<file path="src/rtl/ppc_pkg.sv">
`timescale 1ns / 1ps
// ----------------------------------------------------------------------------
// ppc_pkg: shared types, constants and functions of the pose correction core
// Word layouts, command and register codes, CORDIC arctangent table and the
// angle wrap used by the prep stage.
// ----------------------------------------------------------------------------
package ppc_pkg;

    // Iteration count of the rotator, capped by the arctangent table
    localparam int PPC_CORDIC_STAGES = 16;
    localparam int PPC_ATAN_ENTRIES  = 24;
    localparam int PPC_N_CELLS       = (PPC_CORDIC_STAGES < PPC_ATAN_ENTRIES) ?
                                       PPC_CORDIC_STAGES : PPC_ATAN_ENTRIES;
    localparam int PPC_STAGE_W       = 5;

    // Angle units: 1/128 degree
    localparam int PPC_HALF_TURN     = 23040;
    localparam int PPC_FULL_TURN     = 46080;
    localparam int PPC_QUARTER_TURN  = 11520;
    localparam int PPC_ZSHIFT        = 13;

    // Field and datapath widths
    localparam int PPC_POS_W  = 24;
    localparam int PPC_ANG_W  = 16;
    localparam int PPC_OP_W   = 25;
    localparam int PPC_ROT_W  = 33;
    localparam int PPC_Z_W    = 30;
    localparam int PPC_ATAN_W = 26;
    localparam int PPC_PROD_W = 58;
    localparam int PPC_ACC_W  = 61;
    localparam int PPC_FRAC_W = 30;
    localparam int PPC_Q_W    = PPC_ACC_W - PPC_FRAC_W;

    localparam int PPC_INV_GAIN = 652032874;
    localparam int PPC_POS_MAX  = 8388607;
    localparam int PPC_POS_MIN  = -8388608;

    typedef enum logic [1:0] {
        CMD_FORWARD  = 2'd0,
        CMD_BACKWARD = 2'd1,
        CMD_DERIVE   = 2'd2
    } t_ppc_cmd;

    typedef enum logic [1:0] {
        REG_OFFSET_X     = 2'd0,
        REG_OFFSET_Y     = 2'd1,
        REG_OFFSET_ANGLE = 2'd2
    } t_ppc_reg;

    typedef struct packed {
        logic [1:0]                  command;
        logic signed [PPC_POS_W-1:0] pose_x;
        logic signed [PPC_POS_W-1:0] pose_y;
        logic signed [PPC_ANG_W-1:0] pose_angle;
        logic signed [PPC_POS_W-1:0] ref_x;
        logic signed [PPC_POS_W-1:0] ref_y;
        logic signed [PPC_ANG_W-1:0] ref_angle;
    } t_ppc_in;

    typedef struct packed {
        logic signed [PPC_POS_W-1:0] out_x;
        logic signed [PPC_POS_W-1:0] out_y;
        logic signed [PPC_ANG_W-1:0] out_angle;
        logic                        saturated;
    } t_ppc_out;

    typedef struct packed {
        logic signed [PPC_POS_W-1:0] offset_x;
        logic signed [PPC_POS_W-1:0] offset_y;
        logic signed [PPC_ANG_W-1:0] offset_angle;
    } t_ppc_cfg;

    // Operands that ride along the rotator chain
    typedef struct packed {
        logic [1:0]                  cmd;
        logic signed [PPC_OP_W-1:0]  u;
        logic signed [PPC_OP_W-1:0]  v;
        logic signed [PPC_POS_W-1:0] base_x;
        logic signed [PPC_POS_W-1:0] base_y;
        logic signed [PPC_ANG_W-1:0] angle;
        logic                        flip;
    } t_ppc_carry;

    // One rotator cell's content
    typedef struct packed {
        logic                        valid;
        logic signed [PPC_ROT_W-1:0] x;
        logic signed [PPC_ROT_W-1:0] y;
        logic signed [PPC_Z_W-1:0]   z;
        t_ppc_carry                  carry;
    } t_ppc_cell;

    // atan(2^-i) in degrees, 2^20 units per degree
    function automatic logic [PPC_ATAN_W-1:0] ppc_atan(input logic [PPC_STAGE_W-1:0] idx);
        logic [PPC_ATAN_W-1:0] r;
        unique case (idx)
            5'd0:    r = 26'd47185920;
            5'd1:    r = 26'd27855475;
            5'd2:    r = 26'd14718068;
            5'd3:    r = 26'd7471121;
            5'd4:    r = 26'd3750058;
            5'd5:    r = 26'd1876857;
            5'd6:    r = 26'd938658;
            5'd7:    r = 26'd469357;
            5'd8:    r = 26'd234682;
            5'd9:    r = 26'd117342;
            5'd10:   r = 26'd58671;
            5'd11:   r = 26'd29335;
            5'd12:   r = 26'd14668;
            5'd13:   r = 26'd7334;
            5'd14:   r = 26'd3667;
            5'd15:   r = 26'd1833;
            5'd16:   r = 26'd917;
            5'd17:   r = 26'd458;
            5'd18:   r = 26'd229;
            5'd19:   r = 26'd115;
            5'd20:   r = 26'd57;
            5'd21:   r = 26'd29;
            5'd22:   r = 26'd14;
            5'd23:   r = 26'd7;
            default: r = '0;
        endcase
        return r;
    endfunction

    // Wrap into (-180, 180] degrees; one step covers every 17 bit input
    function automatic logic signed [PPC_ANG_W-1:0] ppc_wrap(
        input logic signed [PPC_ANG_W:0] a
    );
        logic signed [PPC_ANG_W+1:0] t;
        t = (PPC_ANG_W+2)'(a);
        if (t <= -PPC_HALF_TURN) begin
            t = (PPC_ANG_W+2)'(t + PPC_FULL_TURN);
        end else if (t > PPC_HALF_TURN) begin
            t = (PPC_ANG_W+2)'(t - PPC_FULL_TURN);
        end
        return t[PPC_ANG_W-1:0];
    endfunction

endpackage

</file>
<file path="src/rtl/ppc_cell.sv">
`timescale 1ns / 1ps
// ----------------------------------------------------------------------------
// ppc_cell: one CORDIC rotation step
// Rotates the held vector by +/-atan(2^-k) toward zero residual angle and
// hands the word to the next cell.
// ----------------------------------------------------------------------------
module ppc_cell import ppc_pkg::*; (
    input  logic                   i_clk,
    input  logic                   i_rst_n,
    input  logic                   i_en,
    input  logic [PPC_STAGE_W-1:0] i_stage,
    input  t_ppc_cell              i_prev,
    output t_ppc_cell              o_next
);

    logic signed [PPC_ROT_W-1:0] x_sh;
    logic signed [PPC_ROT_W-1:0] y_sh;
    logic signed [PPC_Z_W-1:0]   step;
    t_ppc_cell                   n_cell;
    t_ppc_cell                   r_cell;

    // Rotate by the step angle in the sign direction of the residual
    always_comb begin
        x_sh   = i_prev.x >>> i_stage;
        y_sh   = i_prev.y >>> i_stage;
        step   = signed'(PPC_Z_W'(ppc_atan(i_stage)));
        n_cell = i_prev;
        if (!i_prev.z[PPC_Z_W-1]) begin
            n_cell.x = i_prev.x - y_sh;
            n_cell.y = i_prev.y + x_sh;
            n_cell.z = i_prev.z - step;
        end else begin
            n_cell.x = i_prev.x + y_sh;
            n_cell.y = i_prev.y - x_sh;
            n_cell.z = i_prev.z + step;
        end
    end

    // Hand on to the neighbour
    always_ff @(posedge i_clk) begin
        if (!i_rst_n) begin
            r_cell.valid <= 1'b0;
        end else if (i_en) begin
            r_cell <= n_cell;
        end
    end

    assign o_next = r_cell;

endmodule

</file>
<file path="config.mk">
export PLATFORM = sky130hd
export DESIGN_NAME = ppc_cell
export DESIGN_NICKNAME = d
export VERILOG_FILES = /design/src/rtl/ppc_pkg.sv /design/src/rtl/ppc_cell.sv
export SDC_FILE = /design/constraint.sdc
export NUM_CORES = 1
export LEC_CHECK = 0
export ABC_AREA = 1
export BUFFER_PORTS_ARGS = -buffer_cell sky130_fd_sc_hd__buf_2
export CAP_MARGIN = 0
export CORE_MARGIN = 2
export CORE_UTILIZATION = 50
export CTS_BUF_LIST = sky130_fd_sc_hd__clkbuf_16
export CTS_CLUSTER_SIZE = 40
export DETAILED_ROUTE_END_ITERATION = 10
export GPL_TIMING_DRIVEN = 1
export MAX_ROUTING_LAYER = met4
export PLACE_DENSITY_LB_ADDON = 0.25
export SETUP_SLACK_MARGIN = 0.5
export SLEW_MARGIN = 40
export SYNTH_ARGS = -nofsm -noshare
export SYNTH_HDL_FRONTEND = slang
export SYNTH_SLANG_ARGS = --single-unit
export TNS_END_PERCENT = 1
</file>
<file path="constraint.sdc">
create_clock -name i_clk -period 5.3 [get_ports i_clk]
set_input_delay 0.795 -clock i_clk [delete_from_list [all_inputs] [get_ports i_clk]]
set_output_delay 0.795 -clock i_clk [all_outputs]
set_load 0.01 [all_outputs]
</file>
==> results of run 1 <==
==> layer usage <==
layer,vias to the layer above,GRT usage,wire [um]
met5,-,-,0
met4,0,0.114,2360
met3,155,0.0511,5520
met1,8764,0.434,26200
met2,928,0.569,30600
li1,9038,-,-
==> worst register-to-register path, stage by stage (launching register included) <==
cell	delay [ns]
dfxtp_1	0.31
o21ai_0	0.15
a21oi_1	0.06
==> final cells by class <==
type	count	area, sq um	share of cell area
multi-input combinational	1923	10200	0.474
sequential	214	6420	0.298
timing repair buffer	487	2700	0.125
inverter	205	773	0.0359
clock buffer	24	601	0.0279
tap	461	577	0.0268
clock inverter	20	258	0.0120
antenna	3	7.51	0.000348
==> cell usage after synthesis (4+ instances only) <==
master,number
xor2_1,102
buf_1,17
nand3_1,352
o21ai_0,82
nand2_2,11
ha_1,104
inv_1,188
a31oi_1,5
nor3_1,21
nor4_1,10
nor2_4,4
o211ai_1,12
clkbuf_1,21
buf_4,7
xnor2_1,50
nand3b_1,7
o21bai_1,4
edfxtp_1,213
nand2_1,778
buf_6,6
o21ai_1,7
o21a_1,14
nand4_1,16
nor2_1,155
inv_2,14
a21o_1,5
nor2_2,13
a21oi_1,134
buf_2,29
==> worst max-delay path by stage <==
| stage | from | endpoint | slack (ns) | cells after the start |
|---|---|---|---|---|
| after global placement | i_stage[2] | o_next[136] | 0.02 | 20 |
| final | i_stage[1] | o_next[209] | 0.65 | 26 |
| after floorplan | i_rst_n | o_next[0] | 0.85 | 2 |
| after detailed placement | i_stage[1] | o_next[136] | 0.05 | 23 |
| after CTS | i_stage[1] | o_next[136] | 0.60 | 23 |
| after global routing | i_stage[1] | o_next[176] | 0.38 | 30 |
==> power breakdown <==
| group | switching (W) | internal [W] |
|---|---|---|
| Clock | 0.000736 | 0.00105 |
| Combinational | 0.00161 | 0.000905 |
| Sequential | 0.0000509 | 0.00216 |
==> metrics by stage <==
| stage | total power [W] | hold slack, ns | std cells | instance area (sq um) |
|---|---|---|---|---|
| 6_report | 0.00650 | 0.432 | 3337 | 21600 |
| 3_3_place_gp | 0.00466 | 0.530 | 3287 | 20600 |
| 2_1_floorplan | 0.00387 | 0.555 | 2422 | 17800 |
| 5_1_grt | 0.00688 | 0.414 | 3337 | 21600 |
| 4_1_cts | 0.00648 | 0.409 | 3331 | 21500 |
| 3_5_place_dp | 0.00469 | 0.539 | 3287 | 20600 |
==> what timing repair did <==
item / in CTS / in global routing
gates resized for setup: 0 / 15
setup buffers: 0 / 2
endpoints found under the setup margin: 0 / 22
==> logic make-up after synthesis <==
group                    Yosys count
AND/OR/NAND/NOR                 1376
AO/OA/AOI/OAI                    288
XOR/XNOR                         152
flip-flops                       214
buffers and inverters            285
adder cells (fa/ha/maj)          107
==> cells in the final DEF (no fill, tap or decap), drive strengths merged, types with 5 or more instances in the layout <==
master      n
nand4      16
nand3     354
clkinv      8
inv       207
xnor2      50
nor4       10
a21o        5
clkbuf     27
nand2     790
edfxtp    213
o21a       14
nor2      172
a21oi     137
a31oi       6
o211ai     12
xor2      102
buf       484
clkinvlp    6
nor3       22
ha        104
nand3b      7
o21ai      92
==> impl_metrics.csv, run 1 <==
group,metric,value,unit
sta,setup_ws,0.651,ns
logic_synthesis,synthesis.area_per_instance,7.34,sq um
logic_synthesis,synth-seq-area-share,0.361,
setup_path,crit_type,"primary input to flip-flop",
setup_path,startpoint_of_the_most_critical_register_to_register_path,"o_next[213]",
min_path,holdPathStages,1,
cells_and_area,fillers,3297,
drt,post-route-drc-count,0,
setup_path,worst-endpoint-arrival,4.91,ns
sta,final.period_utilization,0.877,
drt,drt_antenna_net_count,0,
cells_and_area,post-route-util,0.610,
cells_and_area,area_growth_syn_to_layout,21.3,%
sta,tightest_slew,0.807,ns
clocking,h-tree-depth,1,
logic_synthesis,synth-edff-count,213,
power_and_ir_drop,ir_drop,0.298,mV
logic_synthesis,synth-adder-area-share,0.0766,
setup_path,crit-reg2reg-capture,"o_next[213]",
setup_path,critical_path.startpoint_type,"primary input",
logic_synthesis,yosys.area_share.xor_xnor,0.0749,
setup_path,critical_path.max_fanout,37,
logic_synthesis,synth_area,17800,sq um
flow_run,max-cap-violations,0,
grt,global_route.overflow_total,0,
floorplan,die_height,193,um
sta,finalSetupTns,0,ns
floorplan,starting_density_of_the_core,0.503,
setup_path,cp.required,5.56,ns
setup_path,reg2reg_depth,2,
logic_synthesis,synthDistinctLibCells,50,
grt,grt_use_total,0.345,
power_and_ir_drop,p_leak,10.5,nW
drt,detail_routed_net_length_per_standard_cell,19.4,um
logic_synthesis,synth.area.top_cells,"edfxtp_1 (36%), nand2_1 (16%), nand3_1 (9.9%)",
sta,rsz0062_at_grt,"yes",
drt,first_iter_violations,1773,
cells_and_area,drive_gt1_frac,0.207,
sta,finalSetupViolations,0,
logic_synthesis,yosysWarnings,0,
floorplan,overall_die_area,37100,sq um
logic_synthesis,synth.ff_latch_count,214,
placement,hpwl_reported_at_the_end_of_detailed_placement,51.8,mm
power_and_ir_drop,p_per_area,302,nW/um^2
logic_synthesis,synth_compound_area_frac,0.0913,
setup_path,timing.critical_path.to_type,"flip-flop",
floorplan,core_area,35300,sq um
clocking,cts_hold_repair.buffers,0,
placement,finalWeightedCongestion,0.993,
logic_synthesis,synthDominantAreaCellType,"edfxtp_1",
grt,via_count_of_the_first_global_routing_pass,17600,
drt,dr.pass1.iters,8,
floorplan,chipWidth,193,um
setup_path,reg2reg_setup_slack,4.67,ns
grt,grt_antenna_before_repair,3,
logic_synthesis,syn-num-nets,2751,
logic_synthesis,synthArstFlopShare,0,
setup_path,crit_path_top_delay_cell,"ha_1",
placement,io_buffers,435,
clocking,numClockSinks,214,
logic_synthesis,synthesis.instances,2422,
logic_synthesis,post-synth-top-area-fraction,0.360,
drt,routed_wl,64.6,mm
clocking,cts_max_path_buffers,3,
floorplan,rows,69,
floorplan,ios,436,
cells_and_area,layout.nets,3184,
drt,dr_total_vias,18900,
clocking,cts-buffers-inserted,24,
drt,avgViaCountPerCell,5.66,
sta,hold_viol,0,
outcome,run_status,"completed",
logic_synthesis,synth_top_family_by_area,"simple AND/OR/NAND/NOR gates",
min_path,holdCritPathClass,"primary input to flip-flop",
logic_synthesis,yosys-mux-area-fraction,0,
min_path,hold_end,"o_next[81]",
logic_synthesis,post_synth_top_flop,"edfxtp_1",
clocking,tritoncts,"yes",
setup_path,critPathTopFamily,"simple AND/OR/NAND/NOR gates",
clocking,clk_root_buffer_cell,"clkbuf_16",
grt,grt_start_max_net_pins,144,
setup_path,critical_path_buffers_and_inverters,5,
clocking,clk-insertion-delay-late,0.53,ns
placement,dpl_worst_slack,0.0514,ns
cells_and_area,number_of_flip_flops_under_the_largest_register_name,214,
setup_path,cpMostUsedCell,"nand2_1",
logic_synthesis,synth_simple_gate_area_frac,0.330,
sta,maxClockFrequency,0.215,GHz
grt,global_route_wire_length_before_repair,96.2,mm
sta,headroom_to_the_max_slew_limit,0.462,
sta,clock-skew-final,0,ns
sta,period_needed,4.65,ns
clocking,worst_setup_hold_path_clk_slew,0.06,ns
min_path,worst_hold_startpoint,"i_prev[81]",
setup_path,timing.critical_path.slowest_cell_delay,0.30,ns
sta,slew_viol_final,0,
Note: power is estimated with default switching activity, not from simulation.
==> run 2: changes to the inputs <==
--- a/config.mk
+++ b/config.mk
@@ -15,7 +15,8 @@
 export DETAILED_ROUTE_END_ITERATION = 10
 export GPL_TIMING_DRIVEN = 1
 export MAX_ROUTING_LAYER = met4
-export PLACE_DENSITY_LB_ADDON = 0.25
+export PLACE_DENSITY = 0.78
+export RECOVER_POWER = 50
 export SETUP_SLACK_MARGIN = 0.5
 export SLEW_MARGIN = 40
 export SYNTH_ARGS = -nofsm -noshare
==> run 2 against run 1 <==
Against the previous run: the run now ends with capacitance limit, slew limit left; combinational power grew 6%; sequential power hardly changed; global-route usage rose by 0.58 points; sequential share of layout area shrank 0.43 points; register-to-register slack worse by 0.02 ns; critical path depth is 3 higher; non-clock buffer count increased by 53; clock skew unchanged; via count is 0.56% higher; final cell count is 1.8% higher; sequential cell count did not move; worst setup slack better by 0.026 ns.
==> impl_metrics.csv, run 2 (synthesis gave the netlist of run 1 again) <==
group,metric,value,unit
outcome,run_status,"finished, violations left",
outcome,failed_checks,"capacitance limit, slew limit",
setup_path,timing.critical_path.to_type,"flip-flop",
floorplan,rows,69,
setup_path,cp.required,5.58,ns
clocking,tritoncts,"yes",
sta,rsz0062_at_grt,"yes",
power_and_ir_drop,ir_drop,0.367,mV
sta,slew_viol_final,194,
floorplan,overall_die_area,37100,sq um
cells_and_area,finish.instance_area,21900,sq um
grt,via_count_of_the_first_global_routing_pass,17600,
grt,global_route.overflow_total,0,
grt,grt_antenna_before_repair,10,
setup_path,cpMostUsedCell,"nand2_1",
cells_and_area,layout.cells.most_common,"nand2_1",
drt,first_iter_violations,1818,
flow_run,max-cap-violations,2,
setup_path,worst-endpoint-arrival,4.90,ns
sta,worst_hold_slack,0.429,ns
sta,period_needed,4.62,ns
setup_path,timing.critical_path.slowest_cell_delay,0.38,ns
drt,dr.pass1.iters,7,
floorplan,core_area,35300,sq um
setup_path,critical_path.startpoint_type,"primary input",
sta,finalSetupViolations,0,
placement,dp.cells,3336,
floorplan,starting_density_of_the_core,0.503,
floorplan,die_height,193,um
sta,setup_ws,0.677,ns
drt,drt_antenna_net_count,0,
placement,hpwl_reported_at_the_end_of_detailed_placement,53.5,mm
grt,grt_use_total,0.350,
cells_and_area,stdcell_count,3398,
setup_path,crit_path_top_delay_cell,"buf_4",
clocking,clk_root_buffer_cell,"clkbuf_16",
floorplan,ios,436,
clocking,cts-buffers-inserted,24,
sta,maxClockFrequency,0.216,GHz
grt,global_route_wire_length_before_repair,97.2,mm
power_and_ir_drop,p_leak,10.7,nW
clocking,h-tree-depth,1,
cells_and_area,layout.nets,3238,
cells_and_area,drive_gt1_frac,0.217,
sta,finalSetupTns,0,ns
clocking,cts_max_path_buffers,3,
drt,routed_wl,66.5,mm
clocking,clk-insertion-delay-late,0.53,ns
cells_and_area,area_growth_syn_to_layout,23.1,%
placement,finalWeightedCongestion,1.03,
cells_and_area,number_of_flip_flops_under_the_largest_register_name,214,
setup_path,critical_path.max_fanout,32,
sta,headroom_to_the_max_slew_limit,-1.47,
clocking,numClockSinks,214,
placement,dpl_worst_slack,0.138,ns
sta,tightest_slew,3.70,ns
setup_path,crit_type,"primary input to flip-flop",
placement,io_buffers,435,
sta,hold_viol,0,
cells_and_area,layout.cells.most_common_list,"nand2_1 (777), buf_2 (425), nand3_1 (348)",
drt,detail_routed_net_length_per_standard_cell,19.6,um
min_path,holdCritPathClass,"primary input to flip-flop",
sta,final.period_utilization,0.872,
floorplan,chipWidth,193,um
power_and_ir_drop,p_per_area,296,nW/um^2
drt,dr_total_vias,19000,
drt,avgViaCountPerCell,5.59,
drt,post-route-drc-count,0,
placement,postPlaceCellArea,20900,sq um
grt,grt_start_max_net_pins,153,
clocking,worst_setup_hold_path_clk_slew,0.06,ns
sta,clock-skew-final,0,ns
-- run 2: cell types whose count changed in the layout (fill, tap and decap cells not counted), moves of 3 or more --
cell       before  now
buf_12          9    6
buf_2         433  425
buf_4          42   92
bufinv_16       4    1
clkbuf_1        0   10
diode_2         3   11
inv_1         187  192
inv_2          15   12
inv_6           4    0
nand3_1       352  348
nand3_2         2    6
-- run 2: path summary, 6_finish.rpt --
path	from	slack, ns	end	cells after the start
max	i_stage[3]	0.68	o_next[177]	29
min	i_prev[90]	0.43	o_next[90]	1
max reg2reg	o_next[213]	4.65	o_next[213]	2
min reg2reg	o_next[213]	0.58	o_next[213]	2
-- run 2: what timing repair did --
| action | CTS | global route |
|---|---|---|
| endpoints found under the setup margin | 0 | 16 |
| buffers inserted | 0 | 3 |
| hold buffers | 0 | 0 |
| resized for setup | 0 | 22 |
-- run 2: worst max-delay path, delay by kind of cell --
kind / cells / cell delay (ns)
fa+ha+maj: 2 / 0.54
xor+xnor: 2 / 0.32
simple gates: 14 / 1.54
compound gates: 3 / 0.48
buf+inv: 8 / 1.19
-- run 2: metrics by stage --
step           total power, W   util
4_1_cts               0.00642  0.614
6_report              0.00647  0.619
3_5_place_dp          0.00484  0.593
5_1_grt               0.00683  0.619
3_3_place_gp          0.00482  0.593
2_1_floorplan         0.00387      -
-- run 2: layer usage --
metal,part of all wire,global-route usage,routed length (um)
met5,0,-,0
met4,0.035,0.116,2350
met3,0.090,0.0540,6000
met2,0.47,0.576,31300
met1,0.40,0.442,26800
-- run 2: area by class of cell --
cell class              instances  area (sq um)
well taps                     461           577
clock inverters                19           141
inverters                     205           776
multi-input cells            1924         10300
diodes                         11          27.5
flip-flops and latches        214          6420
clock buffers                  24           601
fillers                      3287         13400
repair buffers                540          3080
-- run 2: report_power, final --
part	switching (W)	total, W	internal [W]
Clock	0.000701	0.00158	0.000880
Sequential	0.0000530	0.00222	0.00216
Combinational	0.00167	0.00267	0.00100
